--- src/rtl/core/gfpc_pkg.sv ---
// Package for the ghost and floor point classifier.
// Holds widths, class and register codes, and the structs passed between modules.
// Depends on nothing; every other rtl/core file imports it.
`default_nettype none

package gfpc_pkg;

    // Field widths
    localparam int COORD_BITS = 16;
    localparam int NORM_BITS  = 16;
    localparam int THR_BITS   = 15;
    localparam int CIDX_BITS  = 3;
    localparam int CDATA_BITS = (COORD_BITS > THR_BITS) ? COORD_BITS : THR_BITS;

    // Ray and product widths
    localparam int RAY_W  = COORD_BITS + 1;
    localparam int PROD_W = RAY_W + NORM_BITS;
    localparam int DOT_W  = PROD_W + 2;
    localparam int D_W    = DOT_W;
    localparam int SQ_W   = 2 * RAY_W;
    localparam int R2_W   = SQ_W + 2;
    localparam int S2_W   = 2 * THR_BITS;

    // Split of the wide products into partial products
    localparam int D_LO_W = (D_W + 1) / 2;
    localparam int D_HI_W = D_W - D_LO_W;
    localparam int R_LO_W = (R2_W + 1) / 2;
    localparam int R_HI_W = R2_W - R_LO_W;
    localparam int HH_W   = 2 * D_HI_W;
    localparam int HL_W   = D_HI_W + D_LO_W;
    localparam int LL_W   = 2 * D_LO_W;
    localparam int SH_W   = S2_W + R_HI_W;
    localparam int SL_W   = S2_W + R_LO_W;
    localparam int D2_W   = 2 * D_W;
    localparam int RS_W   = S2_W + R2_W;
    localparam int WIDE_W = (D2_W > RS_W) ? D2_W : RS_W;

    // Magnitude compare widths for the floor test
    localparam int PMAG_W = COORD_BITS + 1;
    localparam int BAND_W = (PMAG_W > THR_BITS) ? PMAG_W : THR_BITS;
    localparam int NMAG_W = NORM_BITS + 1;

    // Stream word widths
    localparam int S_DATA_W = ((6 * COORD_BITS + 7) / 8) * 8;
    localparam int M_DATA_W = ((3 * COORD_BITS + 7) / 8) * 8;

    typedef enum logic [1:0] {
        CLASS_KEEP  = 2'd0,
        CLASS_GHOST = 2'd1,
        CLASS_FLOOR = 2'd2
    } class_t;

    typedef enum logic [CIDX_BITS-1:0] {
        IDX_GHOST_ENABLE  = 3'd0,
        IDX_FLOOR_ENABLE  = 3'd1,
        IDX_GHOST_SINE    = 3'd2,
        IDX_FLOOR_COSINE  = 3'd3,
        IDX_FLOOR_BAND    = 3'd4,
        IDX_SENSOR_X      = 3'd5,
        IDX_SENSOR_Y      = 3'd6,
        IDX_SENSOR_Z      = 3'd7
    } cfg_idx_t;

    localparam logic [THR_BITS-1:0] RST_GHOST_SINE   = 15'd2856;
    localparam logic [THR_BITS-1:0] RST_FLOOR_COSINE = 15'd28378;
    localparam logic [THR_BITS-1:0] RST_FLOOR_BAND   = 15'd25;

    typedef struct packed {
        logic                         ghost_enable;
        logic                         floor_enable;
        logic [THR_BITS-1:0]          ghost_sine_threshold;
        logic [S2_W-1:0]              ghost_sine_sq;
        logic [THR_BITS-1:0]          floor_cosine_threshold;
        logic [THR_BITS-1:0]          floor_half_band;
        logic signed [COORD_BITS-1:0] sensor_x;
        logic signed [COORD_BITS-1:0] sensor_y;
        logic signed [COORD_BITS-1:0] sensor_z;
    } cfg_t;

    typedef struct packed {
        logic signed [COORD_BITS-1:0] pos_x;
        logic signed [COORD_BITS-1:0] pos_y;
        logic signed [COORD_BITS-1:0] pos_z;
        logic signed [NORM_BITS-1:0]  norm_x;
        logic signed [NORM_BITS-1:0]  norm_y;
        logic signed [NORM_BITS-1:0]  norm_z;
    } point_t;

    typedef struct packed {
        logic [COORD_BITS-1:0] pos_x;
        logic [COORD_BITS-1:0] pos_y;
        logic [COORD_BITS-1:0] pos_z;
        logic                  ghost_en;
        logic                  floor_hit;
        logic [D_W-1:0]        dot_mag;
        logic [R2_W-1:0]       ray_sq;
    } geo_t;

    typedef struct packed {
        class_t                point_class;
        logic [COORD_BITS-1:0] out_x;
        logic [COORD_BITS-1:0] out_y;
        logic [COORD_BITS-1:0] out_z;
    } res_t;

endpackage

`default_nettype wire

--- src/rtl/core/gfpc_cmp.sv ---
// Wide compare stages of the point classifier: dot^2 against sine^2 * |ray|^2.
// Partial products, their sums, then the class decision in the output register.
// Depends on gfpc_pkg.
`default_nettype none

module gfpc_cmp (
    input  wire logic           aclk,
    input  wire logic           aresetn,
    input  wire gfpc_pkg::cfg_t cfg,
    input  wire logic           in_valid,
    output logic                in_ready,
    input  wire gfpc_pkg::geo_t in_item,
    output logic                out_valid,
    input  wire logic           out_ready,
    output gfpc_pkg::res_t      out_item
);
    import gfpc_pkg::*;

    // Stage 4: partial products
    logic                  v4_reg;
    logic [HH_W-1:0]       hh_reg;
    logic [HL_W-1:0]       hl_reg;
    logic [LL_W-1:0]       ll_reg;
    logic [SH_W-1:0]       sh_reg;
    logic [SL_W-1:0]       sl_reg;
    logic [COORD_BITS-1:0] p4x_reg, p4y_reg, p4z_reg;
    logic                  g4_reg, f4_reg;
    // Stage 5: full products
    logic                  v5_reg;
    logic [D2_W-1:0]       d2_reg;
    logic [RS_W-1:0]       rs_reg;
    logic [COORD_BITS-1:0] p5x_reg, p5y_reg, p5z_reg;
    logic                  g5_reg, f5_reg;
    // Stage 6: result
    logic                  v6_reg;
    class_t                class_reg;
    logic [COORD_BITS-1:0] p6x_reg, p6y_reg, p6z_reg;

    logic                  en4, en5, en6;
    logic [D_HI_W-1:0]     dh;
    logic [D_LO_W-1:0]     dl;
    logic [R_HI_W-1:0]     rh;
    logic [R_LO_W-1:0]     rl;
    logic [D2_W-1:0]       d2_next;
    logic [RS_W-1:0]       rs_next;
    logic                  ghost_hit;
    class_t                class_next;

    assign en6      = !v6_reg || out_ready;
    assign en5      = !v5_reg || en6;
    assign en4      = !v4_reg || en5;
    assign in_ready = en4;

    // Split both wide operands into halves
    assign dh = in_item.dot_mag[D_W-1:D_LO_W];
    assign dl = in_item.dot_mag[D_LO_W-1:0];
    assign rh = in_item.ray_sq[R2_W-1:R_LO_W];
    assign rl = in_item.ray_sq[R_LO_W-1:0];

    // Recombine partial products
    always_comb begin
        d2_next = (D2_W'(hh_reg) << (2 * D_LO_W))
                + (D2_W'(hl_reg) << (D_LO_W + 1))
                + D2_W'(ll_reg);
        rs_next = (RS_W'(sh_reg) << R_LO_W) + RS_W'(sl_reg);
    end

    // Ghost, if enabled, unless the dot term strictly wins; floor only for non-ghosts
    always_comb begin
        ghost_hit = g5_reg && !(WIDE_W'(d2_reg) > WIDE_W'(rs_reg));
        if (ghost_hit) begin
            class_next = CLASS_GHOST;
        end else if (f5_reg) begin
            class_next = CLASS_FLOOR;
        end else begin
            class_next = CLASS_KEEP;
        end
    end

    always_ff @(posedge aclk) begin
        if (!aresetn) begin
            v4_reg <= 1'b0;
            v5_reg <= 1'b0;
            v6_reg <= 1'b0;
        end else begin
            if (en4) v4_reg <= in_valid;
            if (en5) v5_reg <= v4_reg;
            if (en6) v6_reg <= v5_reg;
        end
    end

    always_ff @(posedge aclk) begin
        if (en4) begin
            hh_reg  <= HH_W'(dh) * HH_W'(dh);
            hl_reg  <= HL_W'(dh) * HL_W'(dl);
            ll_reg  <= LL_W'(dl) * LL_W'(dl);
            sh_reg  <= SH_W'(cfg.ghost_sine_sq) * SH_W'(rh);
            sl_reg  <= SL_W'(cfg.ghost_sine_sq) * SL_W'(rl);
            p4x_reg <= in_item.pos_x;
            p4y_reg <= in_item.pos_y;
            p4z_reg <= in_item.pos_z;
            g4_reg  <= in_item.ghost_en;
            f4_reg  <= in_item.floor_hit;
        end
        if (en5) begin
            d2_reg  <= d2_next;
            rs_reg  <= rs_next;
            p5x_reg <= p4x_reg;
            p5y_reg <= p4y_reg;
            p5z_reg <= p4z_reg;
            g5_reg  <= g4_reg;
            f5_reg  <= f4_reg;
        end
        if (en6) begin
            class_reg <= class_next;
            p6x_reg   <= p5x_reg;
            p6y_reg   <= p5y_reg;
            p6z_reg   <= p5z_reg;
        end
    end

    assign out_valid = v6_reg;

    always_comb begin
        out_item.point_class = class_reg;
        out_item.out_x       = p6x_reg;
        out_item.out_y       = p6y_reg;
        out_item.out_z       = p6z_reg;
    end

endmodule

`default_nettype wire

--- config.mk ---
export PLATFORM = sky130hd
export DESIGN_NAME = gfpc_cmp
export DESIGN_NICKNAME = d
export VERILOG_FILES = /design/src/rtl/core/gfpc_pkg.sv /design/src/rtl/core/gfpc_cmp.sv
export SDC_FILE = /design/constraint.sdc
export NUM_CORES = 2
export LEC_CHECK = 0
export ABC_AREA = 0
export BUFFER_PORTS_ARGS = -buffer_cell sky130_fd_sc_hd__buf_2
export CORE_MARGIN = 1.5
export CORE_UTILIZATION = 45
export DETAILED_ROUTE_END_ITERATION = 6
export PLACE_DENSITY = 0.72
export SETUP_SLACK_MARGIN = 0.5
export SKIP_CTS_REPAIR_TIMING = 1
export SLEW_MARGIN = 20
export SYNTH_ARGS = -nofsm -noshare
export SYNTH_HDL_FRONTEND = slang
export SYNTH_SLANG_ARGS = --single-unit
--- constraint.sdc ---
create_clock -name aclk -period 9.2 [get_ports aclk]
set_clock_uncertainty 0.15 [all_clocks]
set_input_delay 0 -clock aclk [delete_from_list [all_inputs] [get_ports aclk]]
set_output_delay 0 -clock aclk [all_outputs]
set_load 0.05 [all_outputs]
==> results.cfg <==
[run_status]
status = complete, no violations

[flow_run]
cap_violations = 0

[timing]
rsz0062_at_grt = no
tns_ns = 0
tightest_slew_ns = 1.006
drv_slew = 0
min_period_over_period_pct = 74.03
final_hold_viol_count = 0
slew_headroom_pct = 32.95
worst_hold_slack_ns = 0.01491
finalSetupViolCount = 0
worst_slack_ns = 2.389
period_needed_ns = 6.811
fmax_mhz = 146.8

[clock_network]
cts.clk_slew.worst_paths_ns = 0.07
cts_root_buf = clkbuf_16
htreeDepth = 2
cts_max_path_buffers = 3
cts_tree = done
clkSinkCount = 487
insertion_delay_ns = 0.65
numCtsBuffers = 54

[routing]
vias = 56981
ant_nets = 0
via_per_inst = 5.255
wire_per_inst_um = 17.76
dr.pass1.iters = 6
detail_route.iter0.violations = 3381
routed_wirelength_um = 192600
drcViolationCount = 0

[finish]
drive_gt1_share_pct = 4.421
final_util_pct = 48.66
syn_to_final_growth_pct = 7.050
largest_register_ffs = 69
fin_nets = 10937

[setup_path]
max_stage_delay_ns = 0.72
cpMostUsedCell = fa_1
crit_type = input port to register
endpoint_kind = register
cp-start-kind = input port
reg2reg_to = rs_reg[51]
crit_required_ns = 9.43
timing.rr.start = sl_reg[32]
cp_num_buf_inv = 5
path_cells = buf_2, inv_1, fa_1, inv_1, fa_1, fa_1, inv_1, fa_1, fa_1, inv_1, fa_1, ha_1, a21o_1, a21o_1, a21oi_1, o32ai_1, a2111o_1, and3b_1, or3_1, a21oi_1, o21ai_1, xor2_1
critical_path.top_delay_family = adder cells
arrival_ns = 7.04
worstPathMaxFanout = 32
rrSetupSlack_ns = 5.28
critPathSlowestCell = buf_2
ff2ff_path_depth = 11

[logic_synthesis]
synthFlopType = edfxtp_1
yosys.area.top_type = fa_1
synthArstFlopShare_pct = 0
synth.most_common_cell = inv_1
syn_avg_cell_area_sq_um = 9.689
synth.distinct_cells = 91
netlist_area_sq_um = 81460
syn_inst = 8407
synth_edf_count = 484
seq_area_frac_synth_pct = 17.92
yosys-top-cells-count = inv_1 (2049), fa_1 (1547), nand2_1 (1135)
synth.area.top_cells = fa_1 (38%), edfxtp_1 (18%), ha_1 (11%)
synth-seq-cells = 487
synth_nets = 10907
yosys_warnings = 0
synth_top_cell_area_share_pct = 38.02

[global_route]
track_usage_pct = 21.31
grt_pass1_wl_um = 317700
grt_max_degree = 161
grt_pass1_vias = 61656
antenna_found_initial = 9
grt.overflow.total = 0

[floorplan]
die_h_um = 428.5
die_w_um = 428.5
core_region_area_sq_um = 179200
io-pin-count = 302
rows = 155
die_area_sq_um = 183600
start_util_pct = 45.46

[min_path]
holdCritPathClass = input port to register
min_from = in_valid
holdPathStages = 4
hold_path_end = v4_reg

[placed_design]
portBuffers = 206
dp_slack_ns = 1.878
place.gp.congestion = 0.8848
dp_hpwl_um = 149000
stage by stage:
stage | std cells | instance area, sq um
after floorplan | 8407 | 81460
after global placement | 10628 | 84240
after detailed placement | 10628 | 84240
after CTS | 10729 | 86100
after global routing | 10843 | 87200
final | 10844 | 87200
how the worst max path moves through the flow:
stage               slack [ns]         end  cells after the start         from
global placement          1.92  ll_reg[34]                     22  in_item[42]
finish                    2.39  ll_reg[34]                     22  in_item[42]
global route              2.13  ll_reg[34]                     22  in_item[42]
floorplan                 2.84  ll_reg[34]                     23  in_item[45]
CTS                       2.50  ll_reg[34]                     22  in_item[42]
detailed placement        1.88  ll_reg[34]                     22  in_item[42]
layer usage:
metal	vias to the layer above	wire (um)	part of all wire [%]	track usage, %
met5	-	21	0.011	0
met1	29123	77480	40	27.62
met4	4	7399	3.8	7.526
met3	457	12720	6.6	2.729
met2	1972	94960	49	36.69
li1	25425	-	-	-
worst reg2reg max path: stages, from the launching register on:
cell and delay, ns:
edfxtp_1 0.48, ha_1 0.45, a21oi_1 0.25, o21ai_0 0.20, a211oi_1 0.36, o311ai_1 0.25, a31oi_1 0.32, o31ai_2 0.14
or2_4 0.28, a211oi_4 0.42, nor3b_1 0.13, xor2_1 0.19
cell families (layout without fill, tap and decap cells):
group / Yosys count / count (layout) / synth area share, %
XOR/XNOR: 282 / 282 / 3.032
AO/OA/AOI/OAI: 728 / 728 / 5.858
multiplexers: 2 / 2 / 0.02765
other: 0 / 7 / 0
buffers and inverters: 2419 / 2494 / 11.20
adder cells (fa/ha/maj): 2250 / 2250 / 48.82
AND/OR/NAND/NOR: 2239 / 2239 / 13.15
flip-flops: 487 / 487 / 17.92
final cells by class:
class	instances	area, sq um
timing repair buffer	340	2320
clock inverter	38	451.7
multi-input combinational	5501	57760
inverter	2053	7707
antenna	7	17.52
tap	2355	2947
fill	16339	92000
sequential	487	14590
clock buffer	63	1405
placed cells by master, fill, tap and decap left out, drive strengths merged, types with 108 or more instances in the layout:
cell / netlist / final
buf: 7 / 232
a21oi: 223 / 223
nor2: 174 / 174
inv: 2050 / 2055
edfxtp: 484 / 484
o21ai: 124 / 124
ha: 703 / 703
fa: 1547 / 1547
a21o: 160 / 160
nand2: 1135 / 1135
dlygate4sd3: 0 / 108
xnor2: 193 / 193
and2: 642 / 642
Power is not shown: default switching activity piles up to over one toggle a cycle in this logic, so the estimate is an artifact.
