**src/rtl/core/gfpc_pkg.sv**
```systemverilog
// Package for the ghost and floor point classifier.
// Holds widths, class and register codes, and the structs passed between modules.
// Depends on nothing; every other rtl/core file imports it.
`default_nettype none

package gfpc_pkg;

    // Field widths
    localparam int COORD_BITS = 16;
    localparam int NORM_BITS  = 16;
    localparam int THR_BITS   = 15;
    localparam int CIDX_BITS  = 3;
    localparam int CDATA_BITS = (COORD_BITS > THR_BITS) ? COORD_BITS : THR_BITS;

    // Ray and product widths
    localparam int RAY_W  = COORD_BITS + 1;
    localparam int PROD_W = RAY_W + NORM_BITS;
    localparam int DOT_W  = PROD_W + 2;
    localparam int D_W    = DOT_W;
    localparam int SQ_W   = 2 * RAY_W;
    localparam int R2_W   = SQ_W + 2;
    localparam int S2_W   = 2 * THR_BITS;

    // Split of the wide products into partial products
    localparam int D_LO_W = (D_W + 1) / 2;
    localparam int D_HI_W = D_W - D_LO_W;
    localparam int R_LO_W = (R2_W + 1) / 2;
    localparam int R_HI_W = R2_W - R_LO_W;
    localparam int HH_W   = 2 * D_HI_W;
    localparam int HL_W   = D_HI_W + D_LO_W;
    localparam int LL_W   = 2 * D_LO_W;
    localparam int SH_W   = S2_W + R_HI_W;
    localparam int SL_W   = S2_W + R_LO_W;
    localparam int D2_W   = 2 * D_W;
    localparam int RS_W   = S2_W + R2_W;
    localparam int WIDE_W = (D2_W > RS_W) ? D2_W : RS_W;

    // Magnitude compare widths for the floor test
    localparam int PMAG_W = COORD_BITS + 1;
    localparam int BAND_W = (PMAG_W > THR_BITS) ? PMAG_W : THR_BITS;
    localparam int NMAG_W = NORM_BITS + 1;

    // Stream word widths
    localparam int S_DATA_W = ((6 * COORD_BITS + 7) / 8) * 8;
    localparam int M_DATA_W = ((3 * COORD_BITS + 7) / 8) * 8;

    typedef enum logic [1:0] {
        CLASS_KEEP  = 2'd0,
        CLASS_GHOST = 2'd1,
        CLASS_FLOOR = 2'd2
    } class_t;

    typedef enum logic [CIDX_BITS-1:0] {
        IDX_GHOST_ENABLE  = 3'd0,
        IDX_FLOOR_ENABLE  = 3'd1,
        IDX_GHOST_SINE    = 3'd2,
        IDX_FLOOR_COSINE  = 3'd3,
        IDX_FLOOR_BAND    = 3'd4,
        IDX_SENSOR_X      = 3'd5,
        IDX_SENSOR_Y      = 3'd6,
        IDX_SENSOR_Z      = 3'd7
    } cfg_idx_t;

    localparam logic [THR_BITS-1:0] RST_GHOST_SINE   = 15'd2856;
    localparam logic [THR_BITS-1:0] RST_FLOOR_COSINE = 15'd28378;
    localparam logic [THR_BITS-1:0] RST_FLOOR_BAND   = 15'd25;

    typedef struct packed {
        logic                         ghost_enable;
        logic                         floor_enable;
        logic [THR_BITS-1:0]          ghost_sine_threshold;
        logic [S2_W-1:0]              ghost_sine_sq;
        logic [THR_BITS-1:0]          floor_cosine_threshold;
        logic [THR_BITS-1:0]          floor_half_band;
        logic signed [COORD_BITS-1:0] sensor_x;
        logic signed [COORD_BITS-1:0] sensor_y;
        logic signed [COORD_BITS-1:0] sensor_z;
    } cfg_t;

    typedef struct packed {
        logic signed [COORD_BITS-1:0] pos_x;
        logic signed [COORD_BITS-1:0] pos_y;
        logic signed [COORD_BITS-1:0] pos_z;
        logic signed [NORM_BITS-1:0]  norm_x;
        logic signed [NORM_BITS-1:0]  norm_y;
        logic signed [NORM_BITS-1:0]  norm_z;
    } point_t;

    typedef struct packed {
        logic [COORD_BITS-1:0] pos_x;
        logic [COORD_BITS-1:0] pos_y;
        logic [COORD_BITS-1:0] pos_z;
        logic                  ghost_en;
        logic                  floor_hit;
        logic [D_W-1:0]        dot_mag;
        logic [R2_W-1:0]       ray_sq;
    } geo_t;

    typedef struct packed {
        class_t                point_class;
        logic [COORD_BITS-1:0] out_x;
        logic [COORD_BITS-1:0] out_y;
        logic [COORD_BITS-1:0] out_z;
    } res_t;

endpackage

`default_nettype wire

```
**src/rtl/core/gfpc_cfg.sv**
```systemverilog
// Configuration register file of the point classifier.
// Takes index/data writes and keeps the squared sine threshold registered.
// Depends on gfpc_pkg.
`default_nettype none

module gfpc_cfg (
    input  wire logic                            aclk,
    input  wire logic                            aresetn,
    input  wire logic                            cfg_valid,
    output logic                                 cfg_ready,
    input  wire logic [gfpc_pkg::CIDX_BITS-1:0]  cfg_index,
    input  wire logic [gfpc_pkg::CDATA_BITS-1:0] cfg_data,
    output gfpc_pkg::cfg_t                       cfg
);
    import gfpc_pkg::*;

    logic                  ghost_enable_reg;
    logic                  floor_enable_reg;
    logic [THR_BITS-1:0]   ghost_sine_reg;
    logic [S2_W-1:0]       ghost_sine_sq_reg;
    logic [THR_BITS-1:0]   floor_cosine_reg;
    logic [THR_BITS-1:0]   floor_band_reg;
    logic [COORD_BITS-1:0] sensor_x_reg;
    logic [COORD_BITS-1:0] sensor_y_reg;
    logic [COORD_BITS-1:0] sensor_z_reg;
    logic                  cfg_wr;

    // Writes are always taken
    assign cfg_ready = 1'b1;
    assign cfg_wr    = cfg_valid & cfg_ready;

    // Decode and store one register per write
    always_ff @(posedge aclk) begin
        if (!aresetn) begin
            ghost_enable_reg <= 1'b1;
            floor_enable_reg <= 1'b0;
            ghost_sine_reg   <= RST_GHOST_SINE;
            floor_cosine_reg <= RST_FLOOR_COSINE;
            floor_band_reg   <= RST_FLOOR_BAND;
            sensor_x_reg     <= '0;
            sensor_y_reg     <= '0;
            sensor_z_reg     <= '0;
        end else if (cfg_wr) begin
            case (cfg_idx_t'(cfg_index))
                IDX_GHOST_ENABLE: ghost_enable_reg <= cfg_data[0];
                IDX_FLOOR_ENABLE: floor_enable_reg <= cfg_data[0];
                IDX_GHOST_SINE:   ghost_sine_reg   <= cfg_data[THR_BITS-1:0];
                IDX_FLOOR_COSINE: floor_cosine_reg <= cfg_data[THR_BITS-1:0];
                IDX_FLOOR_BAND:   floor_band_reg   <= cfg_data[THR_BITS-1:0];
                IDX_SENSOR_X:     sensor_x_reg     <= cfg_data[COORD_BITS-1:0];
                IDX_SENSOR_Y:     sensor_y_reg     <= cfg_data[COORD_BITS-1:0];
                IDX_SENSOR_Z:     sensor_z_reg     <= cfg_data[COORD_BITS-1:0];
                default: begin
                end
            endcase
        end
    end

    // Register the square of the stored sine threshold
    always_ff @(posedge aclk) begin
        ghost_sine_sq_reg <= ghost_sine_reg * ghost_sine_reg;
    end

    always_comb begin
        cfg.ghost_enable           = ghost_enable_reg;
        cfg.floor_enable           = floor_enable_reg;
        cfg.ghost_sine_threshold   = ghost_sine_reg;
        cfg.ghost_sine_sq          = ghost_sine_sq_reg;
        cfg.floor_cosine_threshold = floor_cosine_reg;
        cfg.floor_half_band        = floor_band_reg;
        cfg.sensor_x               = signed'(sensor_x_reg);
        cfg.sensor_y               = signed'(sensor_y_reg);
        cfg.sensor_z               = signed'(sensor_z_reg);
    end

endmodule

`default_nettype wire

```
**config.mk**
```make
export PLATFORM = sky130hd
export DESIGN_NAME = gfpc_cfg
export DESIGN_NICKNAME = d
export VERILOG_FILES = /design/src/rtl/core/gfpc_pkg.sv /design/src/rtl/core/gfpc_cfg.sv
export SDC_FILE = /design/constraint.sdc
export NUM_CORES = 1
export LEC_CHECK = 0
export BUFFER_PORTS_ARGS = -buffer_cell sky130_fd_sc_hd__buf_2
export CAP_MARGIN = 20
export CORE_MARGIN = 3
export CORE_UTILIZATION = 50
export DETAILED_ROUTE_END_ITERATION = 12
export HOLD_SLACK_MARGIN = 0.02
export PLACE_DENSITY = 0.81
export SYNTH_ARGS = -nofsm -noshare
export SYNTH_HDL_FRONTEND = slang
export SYNTH_SLANG_ARGS = --single-unit
```
**constraint.sdc**
```tcl
create_clock -name aclk -period 5.3 [get_ports aclk]
set_input_delay 0.53 -clock aclk [delete_from_list [all_inputs] [get_ports aclk]]
set_output_delay 0.53 -clock aclk [all_outputs]
set_load 0.02 [all_outputs]
```
==> metrics.txt, run 1 <==
# TYPE chip_impl_metric gauge
chip_impl_info{name="holdPathEnd",value="sensor_z_reg[15]$_SDFFE_PN0P_"} 1
chip_impl_metric{name="first_global_vias",unit=""} 9023
chip_impl_metric{name="worst_slack",unit="ps"} -189
chip_impl_metric{name="number_of_enable_flip_flop_cells_after_synthesis",unit=""} 0
chip_impl_metric{name="post-route-drc-count",unit=""} 0
chip_impl_metric{name="maximum_number_of_pins_on_one_net_before_global_route_repair",unit=""} 81
chip_impl_info{name="synth_area_leader",value="sky130_fd_sc_hd__fa_1"} 1
chip_impl_metric{name="crit_arrival",unit="ps"} 5800
chip_impl_info{name="rsz0062_at_grt",value="true"} 1
chip_impl_metric{name="viasPerCell",unit=""} 5.22
chip_impl_metric{name="synth.top_cell.area_share",unit=""} 0.257
chip_impl_metric{name="max_cap_violations",unit=""} 0
chip_impl_metric{name="wire_per_inst",unit="um"} 16.5
chip_impl_metric{name="worst-path-max-fanout",unit=""} 10
chip_impl_metric{name="timing.final.hold_violations",unit=""} 0
chip_impl_metric{name="grt_overflow_total",unit=""} 0
chip_impl_metric{name="dpl.hpwl",unit="um"} 21200
chip_impl_metric{name="number_of_h_tree_levels",unit=""} 4
chip_impl_info{name="rr_endpoint",value="ghost_sine_sq_reg[28]$_DFF_P_"} 1
chip_impl_metric{name="final_setup_violation_count",unit=""} 11
chip_impl_metric{name="core_area",unit="sq um"} 20500
chip_impl_info{name="setup.worst_path.end_class",value="flip-flop"} 1
chip_impl_metric{name="antennaDiodeCount",unit=""} 0
chip_impl_metric{name="synth.ff_latch_count",unit=""} 124
chip_impl_metric{name="leakagePower",unit="nW"} 6.76
chip_impl_metric{name="synth_cells",unit=""} 1194
chip_impl_metric{name="final_cells",unit=""} 1684
chip_impl_metric{name="die_width",unit="um"} 151
chip_impl_info{name="cts_tree",value="built"} 1
chip_impl_metric{name="cts_buffers",unit=""} 17
chip_impl_metric{name="flip_flop_count_of_the_largest_register_all_copies_and_words_added",unit=""} 29
chip_impl_metric{name="multi_input_comb_area",unit="sq um"} 7350
chip_impl_metric{name="post_synth_num_cell_types",unit=""} 58
chip_impl_metric{name="post-place-cells",unit=""} 1640
chip_impl_metric{name="die_area",unit="sq um"} 22800
chip_impl_metric{name="irDropWorstVdd",unit="uV"} 256
chip_impl_info{name="yosys_most_used_dff",value="sky130_fd_sc_hd__dfxtp_1"} 1
chip_impl_metric{name="drt_iter0_drc",unit=""} 517
chip_impl_metric{name="post_route_cells_drive_above_1_share",unit=""} 0.257
chip_impl_info{name="most_common_cell_after_layout_fill_and_taps_aside",value="sky130_fd_sc_hd__nand2_1"} 1
chip_impl_metric{name="worst_skew_pair.late_latency",unit="ps"} 430
chip_impl_metric{name="total_power",unit="W"} 0.00425
chip_impl_metric{name="place.gp.congestion",unit=""} 0.916
chip_impl_metric{name="floorplan.initialDensity",unit=""} 0.514
chip_impl_metric{name="regArea",unit="sq um"} 2530
chip_impl_info{name="failed_checks",value="negative setup slack"} 1
chip_impl_metric{name="timing.fmax",unit="GHz"} 0.182
chip_impl_metric{name="reg2reg_depth",unit=""} 21
chip_impl_metric{name="pin_count",unit=""} 148
chip_impl_info{name="worst_setup_path_start_kind",value="flip-flop"} 1
chip_impl_info{name="worst_hold_startpoint",value="cfg_data[15]"} 1
chip_impl_info{name="timing.setup.critical_path_class",value="flip-flop to flip-flop"} 1
chip_impl_metric{name="synth_nets",unit=""} 1444
chip_impl_info{name="outcome",value="finished with violations"} 1
chip_impl_metric{name="worstPathRequired",unit="ps"} 5610
chip_impl_metric{name="floorplan.rows",unit=""} 52
chip_impl_metric{name="vias_after_detailed_routing",unit=""} 8794
chip_impl_metric{name="synth_area",unit="sq um"} 10500
chip_impl_metric{name="total_length_of_routed_wires",unit="um"} 27800
chip_impl_metric{name="asyncSetResetFlopFracSynth",unit=""} 0
chip_impl_info{name="rr_startpoint",value="ghost_sine_reg[2]$_SDFFE_PN0P_"} 1
chip_impl_metric{name="layout_worst_path_cycle_share",unit=""} 1.04
chip_impl_metric{name="final_period_demand_of_the_worst_path",unit="ps"} 5490
chip_impl_metric{name="grt_util_all_layers",unit=""} 0.249
chip_impl_metric{name="final_nets",unit=""} 1651
chip_impl_metric{name="report.final.slew_viol_count",unit=""} 0
chip_impl_metric{name="worst_slew_pin_slew",unit="ps"} 1090
chip_impl_metric{name="num-fill-cells",unit=""} 1624
chip_impl_metric{name="antenna_found_initial",unit=""} 0
chip_impl_metric{name="yosysWarnings",unit=""} 0
chip_impl_info{name="synth.area.top_cells",value="sky130_fd_sc_hd__fa_1 (26%), sky130_fd_sc_hd__dfxtp_1 (24%), sky130_fd_sc_hd__ha_1 (11%), sky130_fd_sc_hd__nand2_1 (9.5%), sky130_fd_sc_hd__inv_1 (7.0%)"} 1
chip_impl_metric{name="port_buffers",unit=""} 145
chip_impl_metric{name="worst_setup_hold_path_clk_slew",unit="ps"} 70
chip_impl_metric{name="drt_pre_antenna_iters",unit=""} 5
chip_impl_metric{name="cell_depth_of_the_worst_hold_path",unit=""} 3
chip_impl_metric{name="setup.reg_to_reg.worst_slack",unit="ps"} -190
chip_impl_metric{name="cts-root-to-sink-buffers",unit=""} 2
chip_impl_info{name="cts-root-buf",value="sky130_fd_sc_hd__clkbuf_16"} 1
chip_impl_info{name="hp-class",value="input port to flip-flop"} 1
chip_impl_metric{name="cts_sinks",unit=""} 124
chip_impl_metric{name="slew_headroom",unit=""} 0.272
chip_impl_info{name="layout.cells.most_common_list",value="sky130_fd_sc_hd__nand2_1 (260), sky130_fd_sc_hd__inv_1 (191), sky130_fd_sc_hd__buf_2 (145)"} 1
chip_impl_metric{name="die_h",unit="um"} 151
chip_impl_metric{name="cellPowerDensity",unit="nW/um^2"} 324
chip_impl_metric{name="drt.antenna.violating_nets",unit=""} 0
chip_impl_metric{name="synth.avg_cell_area",unit="sq um"} 8.82
chip_impl_metric{name="synth.yosys.seq_area_share",unit=""} 0.236
chip_impl_metric{name="grt_first_pass_wirelength",unit="um"} 44800
chip_impl_metric{name="areaGrowthSynthToFinish",unit="%"} 24.6
chip_impl_metric{name="finalHoldWorstSlack",unit="ps"} 404
chip_impl_metric{name="skew",unit="ps"} 16.5
-- critical path: stages, from the launching register on --
cell and delay [ps]:
sky130_fd_sc_hd__dfxtp_4 360, sky130_fd_sc_hd__buf_8 150, sky130_fd_sc_hd__inv_6 60, sky130_fd_sc_hd__nor2_4 40, sky130_fd_sc_hd__fa_1 530, sky130_fd_sc_hd__inv_1 50
sky130_fd_sc_hd__fa_1 530, sky130_fd_sc_hd__inv_1 50, sky130_fd_sc_hd__fa_1 480, sky130_fd_sc_hd__fa_1 560, sky130_fd_sc_hd__fa_1 430, sky130_fd_sc_hd__fa_1 550
sky130_fd_sc_hd__ha_4 230, sky130_fd_sc_hd__a21o_4 210, sky130_fd_sc_hd__a311oi_2 280, sky130_fd_sc_hd__buf_4 190, sky130_fd_sc_hd__a21oi_4 70, sky130_fd_sc_hd__o21ai_1 140
sky130_fd_sc_hd__buf_4 150, sky130_fd_sc_hd__buf_6 100, sky130_fd_sc_hd__nand3_2 50, sky130_fd_sc_hd__nor3b_2 160
-- worst max path at each step --
stage                     cells after the start                             to  slack (ps)                             from
final                                        21  ghost_sine_sq_reg[28]$_DFF_P_        -190   ghost_sine_reg[2]$_SDFFE_PN0P_
after detailed placement                     19  ghost_sine_sq_reg[24]$_DFF_P_        -370   ghost_sine_reg[8]$_SDFFE_PN1P_
after global routing                         22  ghost_sine_sq_reg[27]$_DFF_P_        -380   ghost_sine_reg[0]$_SDFFE_PN0P_
after floorplan                              22  ghost_sine_sq_reg[27]$_DFF_P_        -100   ghost_sine_reg[8]$_SDFFE_PN1P_
after global placement                       22  ghost_sine_sq_reg[29]$_DFF_P_        -180   ghost_sine_reg[8]$_SDFFE_PN1P_
after CTS                                    22  ghost_sine_sq_reg[27]$_DFF_P_        -210  ghost_sine_reg[10]$_SDFFE_PN0P_
-- kinds of logic (layout without fill, tap and decap cells) --
group | after synthesis | in the layout | share of synthesized area
AND/OR/NAND/NOR | 398 | 398 | 0.165
XOR/XNOR | 32 | 32 | 0.0266
multiplexers | 4 | 4 | 0.00392
buffers and inverters | 251 | 471 | 0.0934
flip-flops | 124 | 124 | 0.236
adder cells (fa/ha/maj) | 228 | 228 | 0.367
other | 2 | 2 | 0.000713
AO/OA/AOI/OAI | 155 | 155 | 0.108
-- through the flow --
stage                     TNS [ps]   util  cell area (sq um)  worst slack [ps]
after floorplan               -163      -              10700             -97.1
after global placement       -1170  0.589              12100              -178
after detailed placement     -2610  0.589              12100              -372
after CTS                    -1020  0.635              13000              -205
after global routing         -3920  0.640              13100              -382
final                        -1230  0.640              13100              -189
-- synthesized netlist by cell type, types with 3 or more instances --
master,n
sky130_fd_sc_hd__nand2_1,267
sky130_fd_sc_hd__inv_1,197
sky130_fd_sc_hd__fa_1,135
sky130_fd_sc_hd__dfxtp_1,124
sky130_fd_sc_hd__ha_1,93
sky130_fd_sc_hd__a21boi_0,74
sky130_fd_sc_hd__clkbuf_1,46
sky130_fd_sc_hd__and2_1,35
sky130_fd_sc_hd__nand3_1,30
sky130_fd_sc_hd__a21oi_1,26
sky130_fd_sc_hd__nor2_1,25
sky130_fd_sc_hd__xnor2_1,22
sky130_fd_sc_hd__o21ai_0,11
sky130_fd_sc_hd__xor2_1,10
sky130_fd_sc_hd__nor2b_1,9
sky130_fd_sc_hd__nor3_1,7
sky130_fd_sc_hd__a21o_1,6
sky130_fd_sc_hd__nand4_1,6
sky130_fd_sc_hd__and3_1,4
sky130_fd_sc_hd__buf_4,4
sky130_fd_sc_hd__nand2b_1,4
sky130_fd_sc_hd__o21bai_1,4
sky130_fd_sc_hd__a21oi_2,3
sky130_fd_sc_hd__buf_6,3
sky130_fd_sc_hd__mux2i_1,3
sky130_fd_sc_hd__o211ai_1,3
sky130_fd_sc_hd__or2_2,3
-- power by group --
part           total, W  switching, W  internal (W)
logic           0.00194       0.00106      0.000880
clock network   0.00126      0.000504      0.000754
registers       0.00105     0.0000293       0.00102
-- area by class of cell --
cell class / count / area share
clock inverter: 13 / 0.0125
clock buffer: 19 / 0.0354
multi-input combinational: 819 / 0.560
timing repair buffer: 242 / 0.116
tap: 270 / 0.0257
inverter: 197 / 0.0567
sequential: 124 / 0.193
-- timing repair --
action / 4_1_cts / 5_1_grt
hold buffers: 0 / 0
setup endpoints to repair: 13 / 16
cloned: 0 / 0
pin swaps: 25 / 14
buffers inserted: 6 / 4
gates resized for setup: 61 / 17
-- routing by layer --
layer,up-vias,part of all wire,global-route usage
met5,-,0,0
li1,4131,-,-
met2,304,0.50,0.422
met1,4273,0.39,0.305
met3,86,0.072,0.0622
met4,0,0.038,0.100
(Power assumes the default switching activity.)
==> run 2, diff against run 1 <==
CORE_MARGIN = 8   (was 3)
PLACE_DENSITY = 0.78   (was 0.81)
clock period = 6.94 ns   (was 5.3 ns; I/O delays follow)
==> run 2 against run 1 <==
The flow now finishes without violations. Global-route usage is 3.3 points lower. Sequential power is 23% lower. Clock power shrank 28%. Die area is 14% higher. Final area shrank 8.3%. Critical path type unchanged.
==> metrics.txt, run 2 (synthesized netlist as in run 1, its figures left out) <==
# TYPE chip_impl_metric gauge
chip_impl_metric{name="wire_per_inst",unit="um"} 17.3
chip_impl_info{name="hp-class",value="flip-flop to flip-flop"} 1
chip_impl_metric{name="final_cells",unit=""} 1603
chip_impl_metric{name="grt_first_pass_wirelength",unit="um"} 44900
chip_impl_metric{name="crit_arrival",unit="ps"} 6560
chip_impl_metric{name="power.clock.fraction",unit=""} 0.324
chip_impl_metric{name="setup.reg_to_reg.worst_slack",unit="ps"} 720
chip_impl_info{name="rr_startpoint",value="ghost_sine_reg[3]$_SDFFE_PN1P_"} 1
chip_impl_metric{name="seqPwrFrac",unit=""} 0.289
chip_impl_metric{name="worst_slack",unit="ps"} 718
chip_impl_info{name="cp_cell_sequence",value="inv_1 -> nor2_1 -> fa_1 -> inv_1 -> fa_1 -> inv_1 -> fa_1 -> fa_1 -> fa_1 -> fa_1 -> ha_1 -> a21o_2 -> a211o_1 -> a311oi_2 -> o41ai_2 -> a21oi_2 -> xnor2_1"} 1
chip_impl_info{name="rsz0062_at_grt",value="false"} 1
chip_impl_metric{name="post-route-drc-count",unit=""} 0
chip_impl_metric{name="final_setup_violation_count",unit=""} 0
chip_impl_info{name="setup.worst_path.end_class",value="flip-flop"} 1
chip_impl_metric{name="slew_headroom",unit=""} 0.297
chip_impl_info{name="timing.setup.critical_path_class",value="flip-flop to flip-flop"} 1
chip_impl_metric{name="viasPerCell",unit=""} 5.27
chip_impl_metric{name="irDropWorstVdd",unit="uV"} 152
chip_impl_metric{name="max_cap_violations",unit=""} 0
chip_impl_metric{name="cts_buffers",unit=""} 17
chip_impl_metric{name="grt_overflow_total",unit=""} 0
chip_impl_metric{name="num-fill-cells",unit=""} 1814
chip_impl_metric{name="floorplan.initialDensity",unit=""} 0.506
chip_impl_info{name="most_common_cell_after_layout_fill_and_taps_aside",value="sky130_fd_sc_hd__nand2_1"} 1
chip_impl_metric{name="cellPowerDensity",unit="nW/um^2"} 232
chip_impl_metric{name="worstPathBufferInverterCount",unit=""} 3
chip_impl_metric{name="floorplan.rows",unit=""} 53
chip_impl_metric{name="vias_after_detailed_routing",unit=""} 8440
chip_impl_metric{name="drt_iter0_drc",unit=""} 468
chip_impl_metric{name="drt.antenna.violating_nets",unit=""} 0
chip_impl_metric{name="worst_skew_pair.late_latency",unit="ps"} 420
chip_impl_metric{name="areaGrowthSynthToFinish",unit="%"} 14.2
chip_impl_metric{name="worst_setup_hold_path_clk_slew",unit="ps"} 70
chip_impl_info{name="layout.cells.most_common_list",value="sky130_fd_sc_hd__nand2_1 (267), sky130_fd_sc_hd__inv_1 (197), sky130_fd_sc_hd__buf_2 (145)"} 1
chip_impl_metric{name="internal_power_consumption",unit="W"} 0.00171
chip_impl_info{name="rr_endpoint",value="ghost_sine_sq_reg[27]$_DFF_P_"} 1
chip_impl_metric{name="critPathMaxStageDelay",unit="ps"} 770
chip_impl_metric{name="cell_depth_of_the_worst_hold_path",unit=""} 2
chip_impl_metric{name="timing.final.hold_violations",unit=""} 0
chip_impl_metric{name="dpl.hpwl",unit="um"} 21200
chip_impl_metric{name="switching_share",unit=""} 0.387
chip_impl_metric{name="worst_slew_pin_slew",unit="ps"} 1050
chip_impl_metric{name="cts_sinks",unit=""} 124
chip_impl_metric{name="cts-root-to-sink-buffers",unit=""} 2
chip_impl_metric{name="place.gp.congestion",unit=""} 0.881
chip_impl_info{name="cts-root-buf",value="sky130_fd_sc_hd__clkbuf_16"} 1
chip_impl_metric{name="drt_pre_antenna_iters",unit=""} 7
chip_impl_info{name="cts_tree",value="built"} 1
chip_impl_metric{name="worst-path-max-fanout",unit=""} 16
chip_impl_info{name="slowest_stage",value="sky130_fd_sc_hd__dfxtp_1"} 1
chip_impl_metric{name="setup_tns",unit="ps"} 0
chip_impl_metric{name="antenna_found_initial",unit=""} 2
chip_impl_metric{name="post-place-cells",unit=""} 1566
chip_impl_metric{name="timing.fmax",unit="GHz"} 0.161
chip_impl_metric{name="leakagePower",unit="nW"} 6.18
chip_impl_metric{name="buffers_inserted_during_post_cts_setup_optimization",unit=""} 0
chip_impl_metric{name="port_buffers",unit=""} 145
chip_impl_metric{name="p_comb_frac",unit=""} 0.387
chip_impl_metric{name="flip_flop_count_of_the_largest_register_all_copies_and_words_added",unit=""} 29
chip_impl_info{name="worst_setup_path_start_kind",value="flip-flop"} 1
chip_impl_info{name="outcome",value="completed"} 1
chip_impl_metric{name="reg2reg_depth",unit=""} 17
chip_impl_metric{name="maximum_number_of_pins_on_one_net_before_global_route_repair",unit=""} 96
chip_impl_metric{name="post_cts_hold_buffer_count",unit=""} 0
chip_impl_info{name="cpMostUsedCell",value="sky130_fd_sc_hd__fa_1"} 1
chip_impl_metric{name="layout_worst_path_cycle_share",unit=""} 0.896
chip_impl_metric{name="final_period_demand_of_the_worst_path",unit="ps"} 6220
chip_impl_metric{name="first_global_vias",unit=""} 8992
chip_impl_info{name="worst_hold_startpoint",value="sensor_y_reg[8]$_SDFFE_PN0P_"} 1
chip_impl_metric{name="preCtsSetupSlack",unit="ps"} 865
chip_impl_metric{name="core_area",unit="sq um"} 20800
chip_impl_info{name="critical-path-top-delay-family",value="adder cells"} 1
chip_impl_metric{name="report.final.slew_viol_count",unit=""} 0
chip_impl_metric{name="total_length_of_routed_wires",unit="um"} 27700
chip_impl_metric{name="post_cts_resize_count",unit=""} 0
chip_impl_metric{name="die_width",unit="um"} 161
chip_impl_metric{name="die_area",unit="sq um"} 26000
chip_impl_metric{name="p_sw",unit="W"} 0.00108
chip_impl_metric{name="skew",unit="ps"} 9.44
chip_impl_metric{name="grt_util_all_layers",unit=""} 0.215
chip_impl_metric{name="post_route_cells_drive_above_1_share",unit=""} 0.156
chip_impl_metric{name="die_h",unit="um"} 161
chip_impl_info{name="holdPathEnd",value="sensor_y_reg[8]$_SDFFE_PN0P_"} 1
chip_impl_metric{name="worstPathRequired",unit="ps"} 7280
chip_impl_metric{name="number_of_h_tree_levels",unit=""} 4
chip_impl_metric{name="pin_count",unit=""} 148
chip_impl_metric{name="finalHoldWorstSlack",unit="ps"} 464
chip_impl_metric{name="final_nets",unit=""} 1563
[run 2: worst max-delay path by stage]
stage / from / endpoint / slack (ps) / cells past startpoint
after detailed placement: ghost_sine_reg[3]$_SDFFE_PN1P_ / ghost_sine_sq_reg[27]$_DFF_P_ / 860 / 17
final: ghost_sine_reg[3]$_SDFFE_PN1P_ / ghost_sine_sq_reg[27]$_DFF_P_ / 720 / 17
after CTS: ghost_sine_reg[3]$_SDFFE_PN1P_ / ghost_sine_sq_reg[27]$_DFF_P_ / 770 / 17
after global placement: ghost_sine_reg[3]$_SDFFE_PN1P_ / ghost_sine_sq_reg[27]$_DFF_P_ / 950 / 17
after global routing: ghost_sine_reg[3]$_SDFFE_PN1P_ / ghost_sine_sq_reg[28]$_DFF_P_ / 460 / 18
after floorplan: ghost_sine_reg[4]$_SDFFE_PN0P_ / ghost_sine_sq_reg[27]$_DFF_P_ / 1230 / 24
[run 2: worst reg2reg max path, cell delays in order (launching register included)]
cell                       delay (ps)
sky130_fd_sc_hd__dfxtp_1          770
sky130_fd_sc_hd__inv_1            280
sky130_fd_sc_hd__nor2_1           300
sky130_fd_sc_hd__fa_1             470
sky130_fd_sc_hd__inv_1             80
sky130_fd_sc_hd__fa_1             410
sky130_fd_sc_hd__inv_1             90
sky130_fd_sc_hd__fa_1             460
sky130_fd_sc_hd__fa_1             590
sky130_fd_sc_hd__fa_1             450
sky130_fd_sc_hd__fa_1             440
sky130_fd_sc_hd__ha_1             380
sky130_fd_sc_hd__a21o_2           250
sky130_fd_sc_hd__a211o_1          310
sky130_fd_sc_hd__a311oi_2         460
sky130_fd_sc_hd__o41ai_2          120
sky130_fd_sc_hd__a21oi_2          170
sky130_fd_sc_hd__xnor2_1          140
[run 2: final cells by class]
class | count | area (sq um) | area share
Timing Repair Buffer | 154 | 793 | 0.0660
Inverter | 197 | 739 | 0.0615
Multi-Input combinational cell | 819 | 7070 | 0.588
Clock inverter | 15 | 166 | 0.0138
Tap cell | 275 | 344 | 0.0286
Clock buffer | 17 | 425 | 0.0354
Sequential cell | 124 | 2480 | 0.206
Antenna cell | 2 | 5.00 | 0.000416
[run 2: routing by layer]
| layer | track usage | vias to the layer above | wire [um] |
|---|---|---|---|
| li1 | - | 3956 | - |
| met1 | 0.247 | 4103 | 10600 |
| met2 | 0.368 | 300 | 13900 |
| met3 | 0.0552 | 81 | 2020 |
| met4 | 0.108 | 0 | 1190 |
| met5 | 0 | - | 0 |
[run 2: per-stage QoR]
| stage | power (W) | cell area (sq um) | util |
|---|---|---|---|
| after floorplan | 0.00164 | 10500 | - |
| after global placement | 0.00187 | 11400 | 0.548 |
| after detailed placement | 0.00189 | 11400 | 0.548 |
| after CTS | 0.00281 | 12000 | 0.576 |
| after global routing | 0.00297 | 12000 | 0.578 |
| final | 0.00280 | 12000 | 0.578 |
[run 2: power groups by stage]
stage	clock, W	sequential (W)	combinational, W
after floorplan	0	0.000898	0.000742
after global placement	0	0.000824	0.00104
after detailed placement	0	0.000825	0.00107
after CTS	0.000917	0.000810	0.00109
after global routing	0.000945	0.000815	0.00121
final	0.000905	0.000809	0.00108
